===== src/rtl/srot_pkg.sv =====
// Shared types and constants for the string rotation checker.
`timescale 1ns / 1ps
package srot_pkg;

	// Default store depth in characters
	localparam int unsigned MAX_LEN_DEF = 64;

	// Stream word widths
	localparam int unsigned IN_DATA_W  = 16;
	localparam int unsigned IN_USER_W  = 2;
	localparam int unsigned OUT_DATA_W = 8;

	// Controller states
	typedef enum logic [2:0] {
		ST_LOAD,
		ST_START,
		ST_READ,
		ST_CMP,
		ST_DONE
	} state_t;

	// Commands from controller to datapath
	typedef struct packed {
		logic load;        // accept the input word into the stores
		logic start_scan;  // clear the shift and position counters
		logic next_t;      // advance to the next character under this shift
		logic next_r;      // move on to the next shift
		logic set_verdict; // capture verdict_val
		logic verdict_val;
		logic push;        // write the result word and clear the lengths
	} cmd_t;

	// Status from datapath to controller
	typedef struct packed {
		logic ovf;       // overflow flag set for this pair
		logic len_eq;    // both lengths equal
		logic len_zero;  // first length is zero
		logic chars_eq;  // registered store reads match
		logic t_last;    // current character is the last one
		logic r_last;    // current shift is the last one
		logic out_busy;  // result register holds a word not yet taken
	} sts_t;

endpackage


===== src/rtl/srot_dp.sv =====
// Datapath of the string rotation checker: stores, lengths, scan counters and result register.
`timescale 1ns / 1ps
module srot_dp #(
	parameter int unsigned MAX_LEN = srot_pkg::MAX_LEN_DEF
) (
	input  logic                            clk,
	input  logic                            arst_n,
	input  srot_pkg::cmd_t                  cmd,
	output srot_pkg::sts_t                  sts,
	input  logic [srot_pkg::IN_DATA_W-1:0]  s_tdata,
	input  logic [srot_pkg::IN_USER_W-1:0]  s_tuser,
	output logic                            m_tvalid,
	input  logic                            m_tready,
	output logic [srot_pkg::OUT_DATA_W-1:0] m_tdata
);
	import srot_pkg::*;

	localparam int unsigned AW = (MAX_LEN > 1) ? $clog2(MAX_LEN) : 1;
	localparam int unsigned LW = $clog2(MAX_LEN + 1);
	localparam logic [LW-1:0] LEN_MAX = LW'(MAX_LEN);

	logic [7:0]    first_mem  [MAX_LEN];
	logic [7:0]    second_mem [MAX_LEN];
	logic [LW-1:0] first_len_q, second_len_q;
	logic          ovf_q;
	logic [LW-1:0] r_q, t_q, pos_q;
	logic [7:0]    first_rd_q, second_rd_q;
	logic          verdict_q;
	logic          out_valid_q;
	logic [1:0]    out_bits_q;
	logic [LW-1:0] r_inc, t_inc, pos_inc;
	logic          first_room, second_room;

	assign first_room  = first_len_q < LEN_MAX;
	assign second_room = second_len_q < LEN_MAX;
	assign r_inc   = r_q + LW'(1);
	assign t_inc   = t_q + LW'(1);
	assign pos_inc = pos_q + LW'(1);

	// Character stores, written while loading
	always_ff @(posedge clk) begin
		if (cmd.load && s_tuser[0] && first_room) begin
			first_mem[first_len_q[AW-1:0]] <= s_tdata[7:0];
		end
		if (cmd.load && s_tuser[1] && second_room) begin
			second_mem[second_len_q[AW-1:0]] <= s_tdata[15:8];
		end
	end

	// Registered reads at the current rotated position and character index
	always_ff @(posedge clk) begin
		first_rd_q  <= first_mem[pos_q[AW-1:0]];
		second_rd_q <= second_mem[t_q[AW-1:0]];
	end

	// Lengths and overflow flag
	always_ff @(posedge clk or negedge arst_n) begin
		if (!arst_n) begin
			first_len_q  <= '0;
			second_len_q <= '0;
			ovf_q        <= 1'b0;
		end else if (cmd.push) begin
			first_len_q  <= '0;
			second_len_q <= '0;
			ovf_q        <= 1'b0;
		end else if (cmd.load) begin
			if (s_tuser[0]) begin
				if (first_room) begin
					first_len_q <= first_len_q + LW'(1);
				end else begin
					ovf_q <= 1'b1;
				end
			end
			if (s_tuser[1]) begin
				if (second_room) begin
					second_len_q <= second_len_q + LW'(1);
				end else begin
					ovf_q <= 1'b1;
				end
			end
		end
	end

	// Scan counters: shift, character index and wrapped position
	always_ff @(posedge clk or negedge arst_n) begin
		if (!arst_n) begin
			r_q   <= '0;
			t_q   <= '0;
			pos_q <= '0;
		end else if (cmd.start_scan) begin
			r_q   <= '0;
			t_q   <= '0;
			pos_q <= '0;
		end else if (cmd.next_t) begin
			t_q   <= t_inc;
			pos_q <= (pos_inc == first_len_q) ? '0 : pos_inc;
		end else if (cmd.next_r) begin
			r_q   <= r_inc;
			t_q   <= '0;
			pos_q <= r_inc;
		end
	end

	// Verdict register
	always_ff @(posedge clk) begin
		if (cmd.set_verdict) begin
			verdict_q <= cmd.verdict_val;
		end
	end

	// Result register
	always_ff @(posedge clk or negedge arst_n) begin
		if (!arst_n) begin
			out_valid_q <= 1'b0;
		end else if (cmd.push) begin
			out_valid_q <= 1'b1;
		end else if (m_tready) begin
			out_valid_q <= 1'b0;
		end
	end

	always_ff @(posedge clk) begin
		if (cmd.push) begin
			out_bits_q <= {ovf_q, verdict_q & ~ovf_q};
		end
	end

	assign m_tvalid = out_valid_q;
	assign m_tdata  = {{(OUT_DATA_W - 2){1'b0}}, out_bits_q};

	// Status to the controller
	always_comb begin
		sts.ovf      = ovf_q;
		sts.len_eq   = first_len_q == second_len_q;
		sts.len_zero = first_len_q == '0;
		sts.chars_eq = first_rd_q == second_rd_q;
		sts.t_last   = t_inc == first_len_q;
		sts.r_last   = r_inc == first_len_q;
		sts.out_busy = out_valid_q && !m_tready;
	end

endmodule


===== src/rtl/srot_ctrl.sv =====
// Controller state machine of the string rotation checker.
`timescale 1ns / 1ps
module srot_ctrl (
	input  logic           clk,
	input  logic           arst_n,
	input  logic           s_tvalid,
	input  logic           s_tlast,
	output logic           s_tready,
	input  srot_pkg::sts_t sts,
	output srot_pkg::cmd_t cmd
);
	import srot_pkg::*;

	state_t state_q, state_nxt;

	// State register
	always_ff @(posedge clk or negedge arst_n) begin
		if (!arst_n) begin
			state_q <= ST_LOAD;
		end else begin
			state_q <= state_nxt;
		end
	end

	// Next state and commands
	always_comb begin
		state_nxt = state_q;
		s_tready  = 1'b0;
		cmd       = '0;
		case (state_q)
			ST_LOAD: begin
				s_tready = 1'b1;
				if (s_tvalid) begin
					cmd.load = 1'b1;
					if (s_tlast) begin
						state_nxt = ST_START;
					end
				end
			end
			ST_START: begin
				// Settle the trivial cases before any scan
				if (sts.ovf || !sts.len_eq) begin
					cmd.set_verdict = 1'b1;
					cmd.verdict_val = 1'b0;
					state_nxt       = ST_DONE;
				end else if (sts.len_zero) begin
					cmd.set_verdict = 1'b1;
					cmd.verdict_val = 1'b1;
					state_nxt       = ST_DONE;
				end else begin
					cmd.start_scan = 1'b1;
					state_nxt      = ST_READ;
				end
			end
			ST_READ: begin
				state_nxt = ST_CMP;
			end
			ST_CMP: begin
				if (sts.chars_eq) begin
					if (sts.t_last) begin
						cmd.set_verdict = 1'b1;
						cmd.verdict_val = 1'b1;
						state_nxt       = ST_DONE;
					end else begin
						cmd.next_t = 1'b1;
						state_nxt  = ST_READ;
					end
				end else if (sts.r_last) begin
					cmd.set_verdict = 1'b1;
					cmd.verdict_val = 1'b0;
					state_nxt       = ST_DONE;
				end else begin
					cmd.next_r = 1'b1;
					state_nxt  = ST_READ;
				end
			end
			ST_DONE: begin
				// Wait for the result register to free up
				if (!sts.out_busy) begin
					cmd.push  = 1'b1;
					state_nxt = ST_LOAD;
				end
			end
			default: begin
				state_nxt = ST_LOAD;
			end
		endcase
	end

endmodule


===== src/rtl/string_rotation_check_core.sv =====
// After the word marked last, ST_START settles the trivial cases; otherwise the scan tries each shift,
// with ST_READ reading one character pair through the registered read ports of the two stores
// and ST_CMP comparing it; the result then waits in ST_DONE until the result register is free.
// Throughput: one input word per cycle while loading; no input is taken during a scan.
// Reset clears the lengths, the overflow flag, the controller and the result valid;
// the character stores are not cleared.
`timescale 1ns / 1ps
module string_rotation_check_core #(
	parameter int unsigned MAX_LEN = srot_pkg::MAX_LEN_DEF
) (
	input  logic                            clk,
	input  logic                            arst_n,
	input  logic                            s_tvalid,
	output logic                            s_tready,
	input  logic [srot_pkg::IN_DATA_W-1:0]  s_tdata,  // first_char, second_char
	input  logic [srot_pkg::IN_USER_W-1:0]  s_tuser,  // first_valid, second_valid
	input  logic                            s_tlast,
	output logic                            m_tvalid,
	input  logic                            m_tready,
	output logic [srot_pkg::OUT_DATA_W-1:0] m_tdata   // is_rotation, overflow, zero fill
);
	import srot_pkg::*;

	cmd_t cmd;
	sts_t sts;

	// Controller
	srot_ctrl u_ctrl (
		.clk      (clk),
		.arst_n   (arst_n),
		.s_tvalid (s_tvalid),
		.s_tlast  (s_tlast),
		.s_tready (s_tready),
		.sts      (sts),
		.cmd      (cmd)
	);

	// Datapath
	srot_dp #(
		.MAX_LEN (MAX_LEN)
	) u_dp (
		.clk      (clk),
		.arst_n   (arst_n),
		.cmd      (cmd),
		.sts      (sts),
		.s_tdata  (s_tdata),
		.s_tuser  (s_tuser),
		.m_tvalid (m_tvalid),
		.m_tready (m_tready),
		.m_tdata  (m_tdata)
	);

`ifndef NO_ASSERTIONS
	// A result word is never written over one still waiting
	a_push_free: assert property (@(posedge clk) disable iff (!arst_n)
		cmd.push |-> !(m_tvalid && !m_tready))
		else $error("result pushed while output occupied");

	// An overflowed pair never reports a rotation
	a_ovf_verdict: assert property (@(posedge clk) disable iff (!arst_n)
		m_tvalid |-> !(m_tdata[0] && m_tdata[1]))
		else $error("rotation reported with overflow");

	// Lengths and overflow start from zero after each result
	a_clear: assert property (@(posedge clk) disable iff (!arst_n)
		cmd.push |=> (sts.len_zero && sts.len_eq && !sts.ovf))
		else $error("pair state not cleared after result");

	// No input word is taken during a decision
	a_no_load_scan: assert property (@(posedge clk) disable iff (!arst_n)
		(s_tvalid && s_tready && s_tlast) |=> !s_tready)
		else $error("input accepted during decision");
`endif

endmodule

===== config.mk =====
export PLATFORM = sky130hd
export DESIGN_NAME = string_rotation_check_core
export DESIGN_NICKNAME = d
export VERILOG_FILES = /design/src/rtl/srot_pkg.sv /design/src/rtl/srot_dp.sv /design/src/rtl/srot_ctrl.sv /design/src/rtl/string_rotation_check_core.sv
export SDC_FILE = /design/constraint.sdc
export NUM_CORES = 1
export LEC_CHECK = 0
export BUFFER_PORTS_ARGS = -buffer_cell sky130_fd_sc_hd__buf_2
export CAP_MARGIN = 25
export CORE_MARGIN = 8
export CORE_UTILIZATION = 50
export CTS_CLUSTER_SIZE = 16
export DETAILED_ROUTE_END_ITERATION = 7
export PLACE_DENSITY = 0.71
export SKIP_CTS_REPAIR_TIMING = 1
export SLEW_MARGIN = 0
export SYNTH_ARGS = -nofsm -noshare
export SYNTH_HDL_FRONTEND = slang
export SYNTH_SLANG_ARGS = --single-unit

===== constraint.sdc =====
create_clock -name clk -period 3.8 [get_ports clk]
set_input_delay 0.19 -clock clk [delete_from_list [all_inputs] [get_ports clk]]
set_output_delay 0.19 -clock clk [all_outputs]
set_load 0.01 [all_outputs]

-- Yosys cells after proc, flatten, opt, wreduce, memory -nomap -nowiden
Memory sizes are Yosys's and may differ from the RTL's. A register that Yosys moved wholly into a read port is not among the register bits.
Index checks and enable logic that the tools add are counted.
- bits in registers: 43
- RAM bits: 1024
- bits of input ports: 23
- word-level logic and storage cells: 113
- memories: 2
- memories (memory ; depth ; width ; rd ports ; clocked after memory_dff ; wr ports ; RTL line ; source):
    u_dp.first_mem ; 64 ; 8 ; 1 ; 1 ; 1 ; srot_dp.sv:22 ; logic [7:0] first_mem [MAX_LEN];
    u_dp.second_mem ; 64 ; 8 ; 1 ; 1 ; 1 ; srot_dp.sv:23 ; logic [7:0] second_mem [MAX_LEN];
- $add $sub $neg: 5
- magnitude comparators: 2
- eq/ne operators: 13
- multiplexer cells: 57
- bitwise operators: 2
- reductions and logical operators: 22
- operator list (operator ; count):
    2-to-1 mux 7 bit ; 17
    adder 7 x 1 -> 7 bit (second input constant) ; 5
    == test 7 bit ; 4
    2-to-1 mux 1 bit ; 24
    2-to-1 mux 3 bit ; 8
    one-hot mux 3 bit (5 select lines) ; 1
    < comparator 7 bit (second input constant) ; 2
    nonzero test 2 bit ; 7
    2-to-1 mux 2 bit ; 6
    AND reduction 3 bit ; 3
    == test 8 bit ; 1
    zero test 7 bit ; 1
    == test 3 x 2 -> 1 bit (second input constant) ; 2
    inequality test 2 bit (second input constant) ; 3
    logical AND 1 bit ; 5
    one-hot mux 2 bit (2 select lines) ; 1
    == test 3 x 1 -> 1 bit (second input constant) ; 1
    == test 3 bit (second input constant) ; 1
    zero test 3 bit ; 1
    nonzero test 3 bit ; 1
    zero test 1 bit ; 2
    inequality test 2 x 1 -> 1 bit (second input constant) ; 1
    AND reduction 2 bit ; 1
    bitwise AND 1 bit ; 1
    2 further kinds ; 2

-- Logic depth before layout (Yosys ltp)
- depth after elaboration: 8
- depth in mapped cells: 10
- depth with buffers taken out: 8

-- Hierarchy
Synthesis repeated with hierarchy kept, for this count alone.
- cell total of the unflattened synthesis: 2224
- area total of the unflattened synthesis: 43285.3 sq um
- by module, submodules not included (module ; times used ; cells an instance ; area each (sq um) ; seq. area each (sq um)):
    srot_dp ; 1 ; 2195 ; 43021.3 ; 32085.8
    srot_ctrl ; 1 ; 29 ; 264.0 ; 75.1

-- Worst setup path after synthesis
OpenSTA, ideal clock, no wires.
- kind: reg-to-reg
- start point: reg u_ctrl.state_q[1]
- end point: mem u_dp.first_mem[46][0] (enable)
- arrival time: 2.098 ns
- required time: 3.430 ns
- setup slack: 1.332 ns
- stages on the path, launching flop included: 5
- buffers on the path: 0
- clock period less this slack: 2.468 ns
- path through: dfrtp_1 > or3_1 > nor4_1 > nand3_1 > nor2_1
- cells in the longest elaborated chain, start to end: 6
- ends and longest elaborated chain (element ; RTL line ; source):
    from (decl) ; srot_ctrl.sv:14 ; state_t state_q, state_nxt;
    from (signal assigned) ; srot_ctrl.sv:21 ; state_q <= state_nxt;
    zero test 3 bit ; srot_ctrl.sv:30 ; case (state_q)
    2-to-1 mux 1 bit ; srot_ctrl.sv:30 ;
    logical AND 1 bit (2 in a row) ; srot_dp.sv:42 ; if (cmd.load && s_tuser[0] && first_room) begin
    2-to-1 mux 1 bit ; srot_dp.sv:42 ;
    2-to-1 mux 1 bit (implied by the code) ; srot_dp.sv:43 ; first_mem[first_len_q[AW-1:0]] <= s_tdata[7:0];
    to (decl) ; srot_dp.sv:22 ;
No other way between the ends.

-- Worst setup path in the final report
- start point: reg u_ctrl.state_q[1]
- end point: mem u_dp.second_mem[42][6] (enable)
- cells in the longest elaborated chain, start to end: 6
- ends and longest elaborated chain (element ; RTL line ; source):
    zero test 3 bit ; srot_ctrl.sv:30 ;
    2-to-1 mux 1 bit ; srot_ctrl.sv:30 ;
    logical AND 1 bit (2 in a row) ; srot_dp.sv:45 ; if (cmd.load && s_tuser[1] && second_room) begin
    2-to-1 mux 1 bit ; srot_dp.sv:45 ;
    2-to-1 mux 1 bit (implied by the code) ; srot_dp.sv:46 ; second_mem[second_len_q[AW-1:0]] <= s_tdata[15:8];
    to (decl) ; srot_dp.sv:23 ;
No other way between the ends.

==> flow_results.org <==
** Outcome
- Result of the run :: finished, final reports clean

** Logic synthesis
- After synthesis, the share of flip-flops with an asynchronous set or reset is 0.03693.
- Portion of synthesized cell area occupied by the leading cell type :: 0.7174
- After technology mapping, the gate count stands at 2,207.
- Counting distinct cell types in the post-synthesis netlist gives 68.
- Dominant register cell in the synthesized netlist :: edfxtp_1
- A synthesized cell averages just under 20 um^2.
- During synthesis, Yosys emitted a total of 0 warnings.
- The mapped netlist covers ~43,000 um^2.
- Yosys top cell by area :: edfxtp_1
- Yosys reg bits :: 1,083
- Number of synthesized flops with an enable pin :: slightly above 1,000
- By area the synthesized netlist is led by edfxtp_1, mux4_2, mux2i_1.
- The share of the Yosys chip area taken by registers is 0.7482.

** Setup path
- Worst path slowest cell :: nor2_1
- The worst setup path is launched from a register.
- Arr. time, crit path :: around 3.6 ns
- Critical path class :: reg2reg
- Max FO, Critical Path :: 8
- Counting both buffers and inverters, the worst setup path holds a total of 1.
- Kind of cell with the highest combined delay on the critical path :: simple AND/OR/NAND/NOR gates
- For this run, the slowest stage of the critical path takes slightly below 0.7 ns.
- Cells along the critical path :: or3_1, inv_2, nand3_1, nor3_1, nand2_1, nor2_1
- Element type at the critical path end :: register
- Worst path required time :: 4.10 ns

** Route
- Vias :: 21,563
- For this block, the initial DRC count from the detailed router was approximately 2,400.
- Initial DRT Pass Iterations :: 5
- DR DRC count :: 0
- Routed length per placed instance :: roughly 26 um
- Wires add up to 92,740 um.
- The count of nets left with antenna violations once routing finished came out at 0.
- Post-detailed-route via-to-cell ratio :: between 6 and 7

** Pwr
- Peak VDD IR :: about 0.46 mV
- For this design the static power due to leakage is about 0.015 uW.
- For this design the ratio of total power to cell area is between 500 and 600 nW/um^2.

** GRT
- For this run the aggregate overflow at the end of global routing stands at 0.
- The number of antenna violations at the first check in global routing came to 0.
- Maximum number of pins on one net before global-route repair :: 65
- The via count of the first global-routing pass was ~22,000.
- The first global-routing pass estimated between 100,000 and 150,000 um of wire.
- For this run, the total global-route usage over all layers was measured as 0.1932.

** Floorplan
- Total die area :: approximately 96,000 um^2
- I/O pin count :: 33
- Rows :: between 100 and 150
- The initial utilization of the core area, before any placement, comes to 0.5048.
- The floorplan step defined a core boundary enclosing 85,150 um^2.
- In this run the horizontal extent of the chip is just over 300 um.
- Chip height :: 309.2 um

** STA
- Final Slew Violations :: 0
- Derived from the worst setup path, the maximum achievable clock frequency is between 0.3 and 0.4 GHz.
- Number of endpoints failing setup at the final stage :: 0
- For the final routed database, the setup TNS stands at 0 ns.
- Setup repair after global routing missed its margin :: no
- Dividing the final minimum period by the clock period gives 0.8768.
- Clock tree skew after final layout :: approximately 0.034 ns
- Worst Max-Slew Pin Slew :: 0.9270 ns
- Number of failing hold endpoints at the final stage :: 0
- Counting I/O delays and the setup requirement, the final critical path takes approximately 3.3 ns.
- Worst slew margin relative to its limit :: 0.3797

** Final layout
- 0 antenna diodes ended up in the layout.
- Measured on the finished design, the core utilization comes to 0.5658.
- In the final layout, the share of cells above drive strength 1 is 0.2167.
- Synth-to-Final Area Change :: 12.08%
- For this run, the post-layout net count is ~2,300.
- The finished layout holds 3,530 standard cells, fillers aside.

** Placement
- DP Wirelength :: just under 60,000 um
- During placement, the flow inserted port buffers numbering 26.
- The congestion estimate from routability-driven global placement came to 0.8448.
- Cell Count Post-Placement :: roughly 3,300

** Clock tree
- Clock tree from TritonCTS :: done
- Maximum clock path buffer count :: 3
- Clock transition time at the flip-flop clock pins of the worst setup and hold paths :: around 0.060 ns
- Insertion delay to the later sink of the worst-skew pair :: ~0.67 ns
- Clock tree synthesis inserted a total of a little over 100 buffers.
- Clock root buffer master :: clkbuf_16
- Deepest level of the CTS H-tree :: 3
- Counting every sink on the clock net gives roughly 1,100.

** Worst hold path
- Hold Crit Class :: in2reg

** Flow run
- Max-cap violations in this run came to 0.
registers in the layout, summed over array words and instances (netlist names), 2 cells and up:
signal             count
u_dp.first_mem       512
u_dp.first_rd_q        8
u_dp.first_len_q       7
u_dp.t_q               7
u_dp.r_q               7
u_dp.second_len_q      7
u_ctrl.state_q         3
u_dp.second_rd_q       8
u_dp.pos_q             7
u_dp.out_bits_q        2
u_dp.second_mem      512
layer usage:
metal	vias to the layer above	wire length [um]	GRT usage
li1	9207	-	-
met1	11183	37780	0.2697
met2	993	45220	0.3151
met3	180	6697	0.02781
met4	0	3048	0.06540
met5	-	0	0
cells in the mapped netlist, types with 6 or more instances:
cell,number
nand4_1,7
buf_6,9
o21ai_1,17
xnor2_1,36
buf_1,19
nor2_1,181
buf_2,33
a21boi_0,6
dfxtp_1,16
clkbuf_1,69
o221ai_1,72
dfrtp_1,40
inv_1,9
nand3_1,25
xor2_1,15
edfxtp_1,1027
nand2_1,64
buf_4,6
o211ai_1,12
nor3_1,11
nand2b_1,7
o22ai_1,27
or3_1,6
nor2b_1,8
ha_1,6
o21ai_0,21
mux2i_1,131
mux4_2,232
a21oi_1,26
path summary, 6_finish.rpt:
kind | from | end | slack, ns | depth (start not counted)
worst max-delay path | u_ctrl.state_q[1] | u_dp.second_mem[42][6] | 0.47 | 6
worst min-delay path | s_tvalid | u_dp.first_len_q[6] | 0.02 | 5
worst max register to register | u_ctrl.state_q[1] | u_dp.second_mem[42][6] | 0.47 | 6
worst min register to register | u_dp.t_q[6] | u_dp.t_q[6] | 0.52 | 1
max in group asynchronous | arst_n | u_dp.t_q[0] | 3.22 | 3
min in group asynchronous | arst_n | u_dp.t_q[5] | 0.03 | 3
layout by cell type (no fill, tap or decap), types with 16 or more instances in the layout:
cell,Yosys,final
a21oi_1,26,26
buf_2,33,26
buf_4,6,66
clkbuf_1,69,19
clkbuf_16,0,103
clkinv_1,0,19
clkinv_2,0,24
dfrtp_1,40,35
dfxtp_1,16,16
edfxtp_1,1027,1027
mux2i_1,131,131
mux4_2,232,232
nand2_1,64,63
nand3_1,25,25
nor2_1,181,181
o21ai_0,21,21
o21ai_1,17,17
o221ai_1,72,72
o22ai_1,27,27
xnor2_1,36,36
layout make-up:
cell class                 instances  area, um^2
fill                            6233       36970
sequential                      1083       32170
multi-input combinational        983       10170
clock buffer                     125        2690
tap                             1144        1431
timing repair buffer             117        1026
clock inverter                    68       649.4
inverter                          10       37.54
per-stage QoR:
step / total power, uW / setup WS, ns / cell area (um^2) / hold slack [ns]
finish: 26860 / 0.4683 / 48180 / 0.02299
global placement: 17000 / 0.6897 / 44660 / 0.3692
CTS: 27000 / 0.5507 / 48000 / -0.3413
floorplan: 16040 / 1.332 / 43010 / -0.1056
detailed placement: 17070 / 0.5369 / 44660 / 0.3862
global route: 27680 / 0.2142 / 48180 / 0.06599
power breakdown:
group	switching [uW]	total, uW	internal (uW)
clock	4420	10100	5640
combinational	1620	3180	1560
sequential	350	13600	13300
kinds of logic after synthesis:
group	after synthesis	share of synthesized area
fa+ha+maj	6	0.001746
other cells	1	0.00008724
xor+xnor	52	0.01092
compound gates	208	0.03470
flops	1083	0.7482
buf+inv	146	0.01581
simple gates	347	0.03627
mux	364	0.1523
worst min-delay path, stage by stage:
cell	delay, ns
buf_2	0.14
nand2_1	0.13
nor4_1	0.07
nor2_1	0.08
nor2_1	0.04
Power figures use the tool's default switching activity.
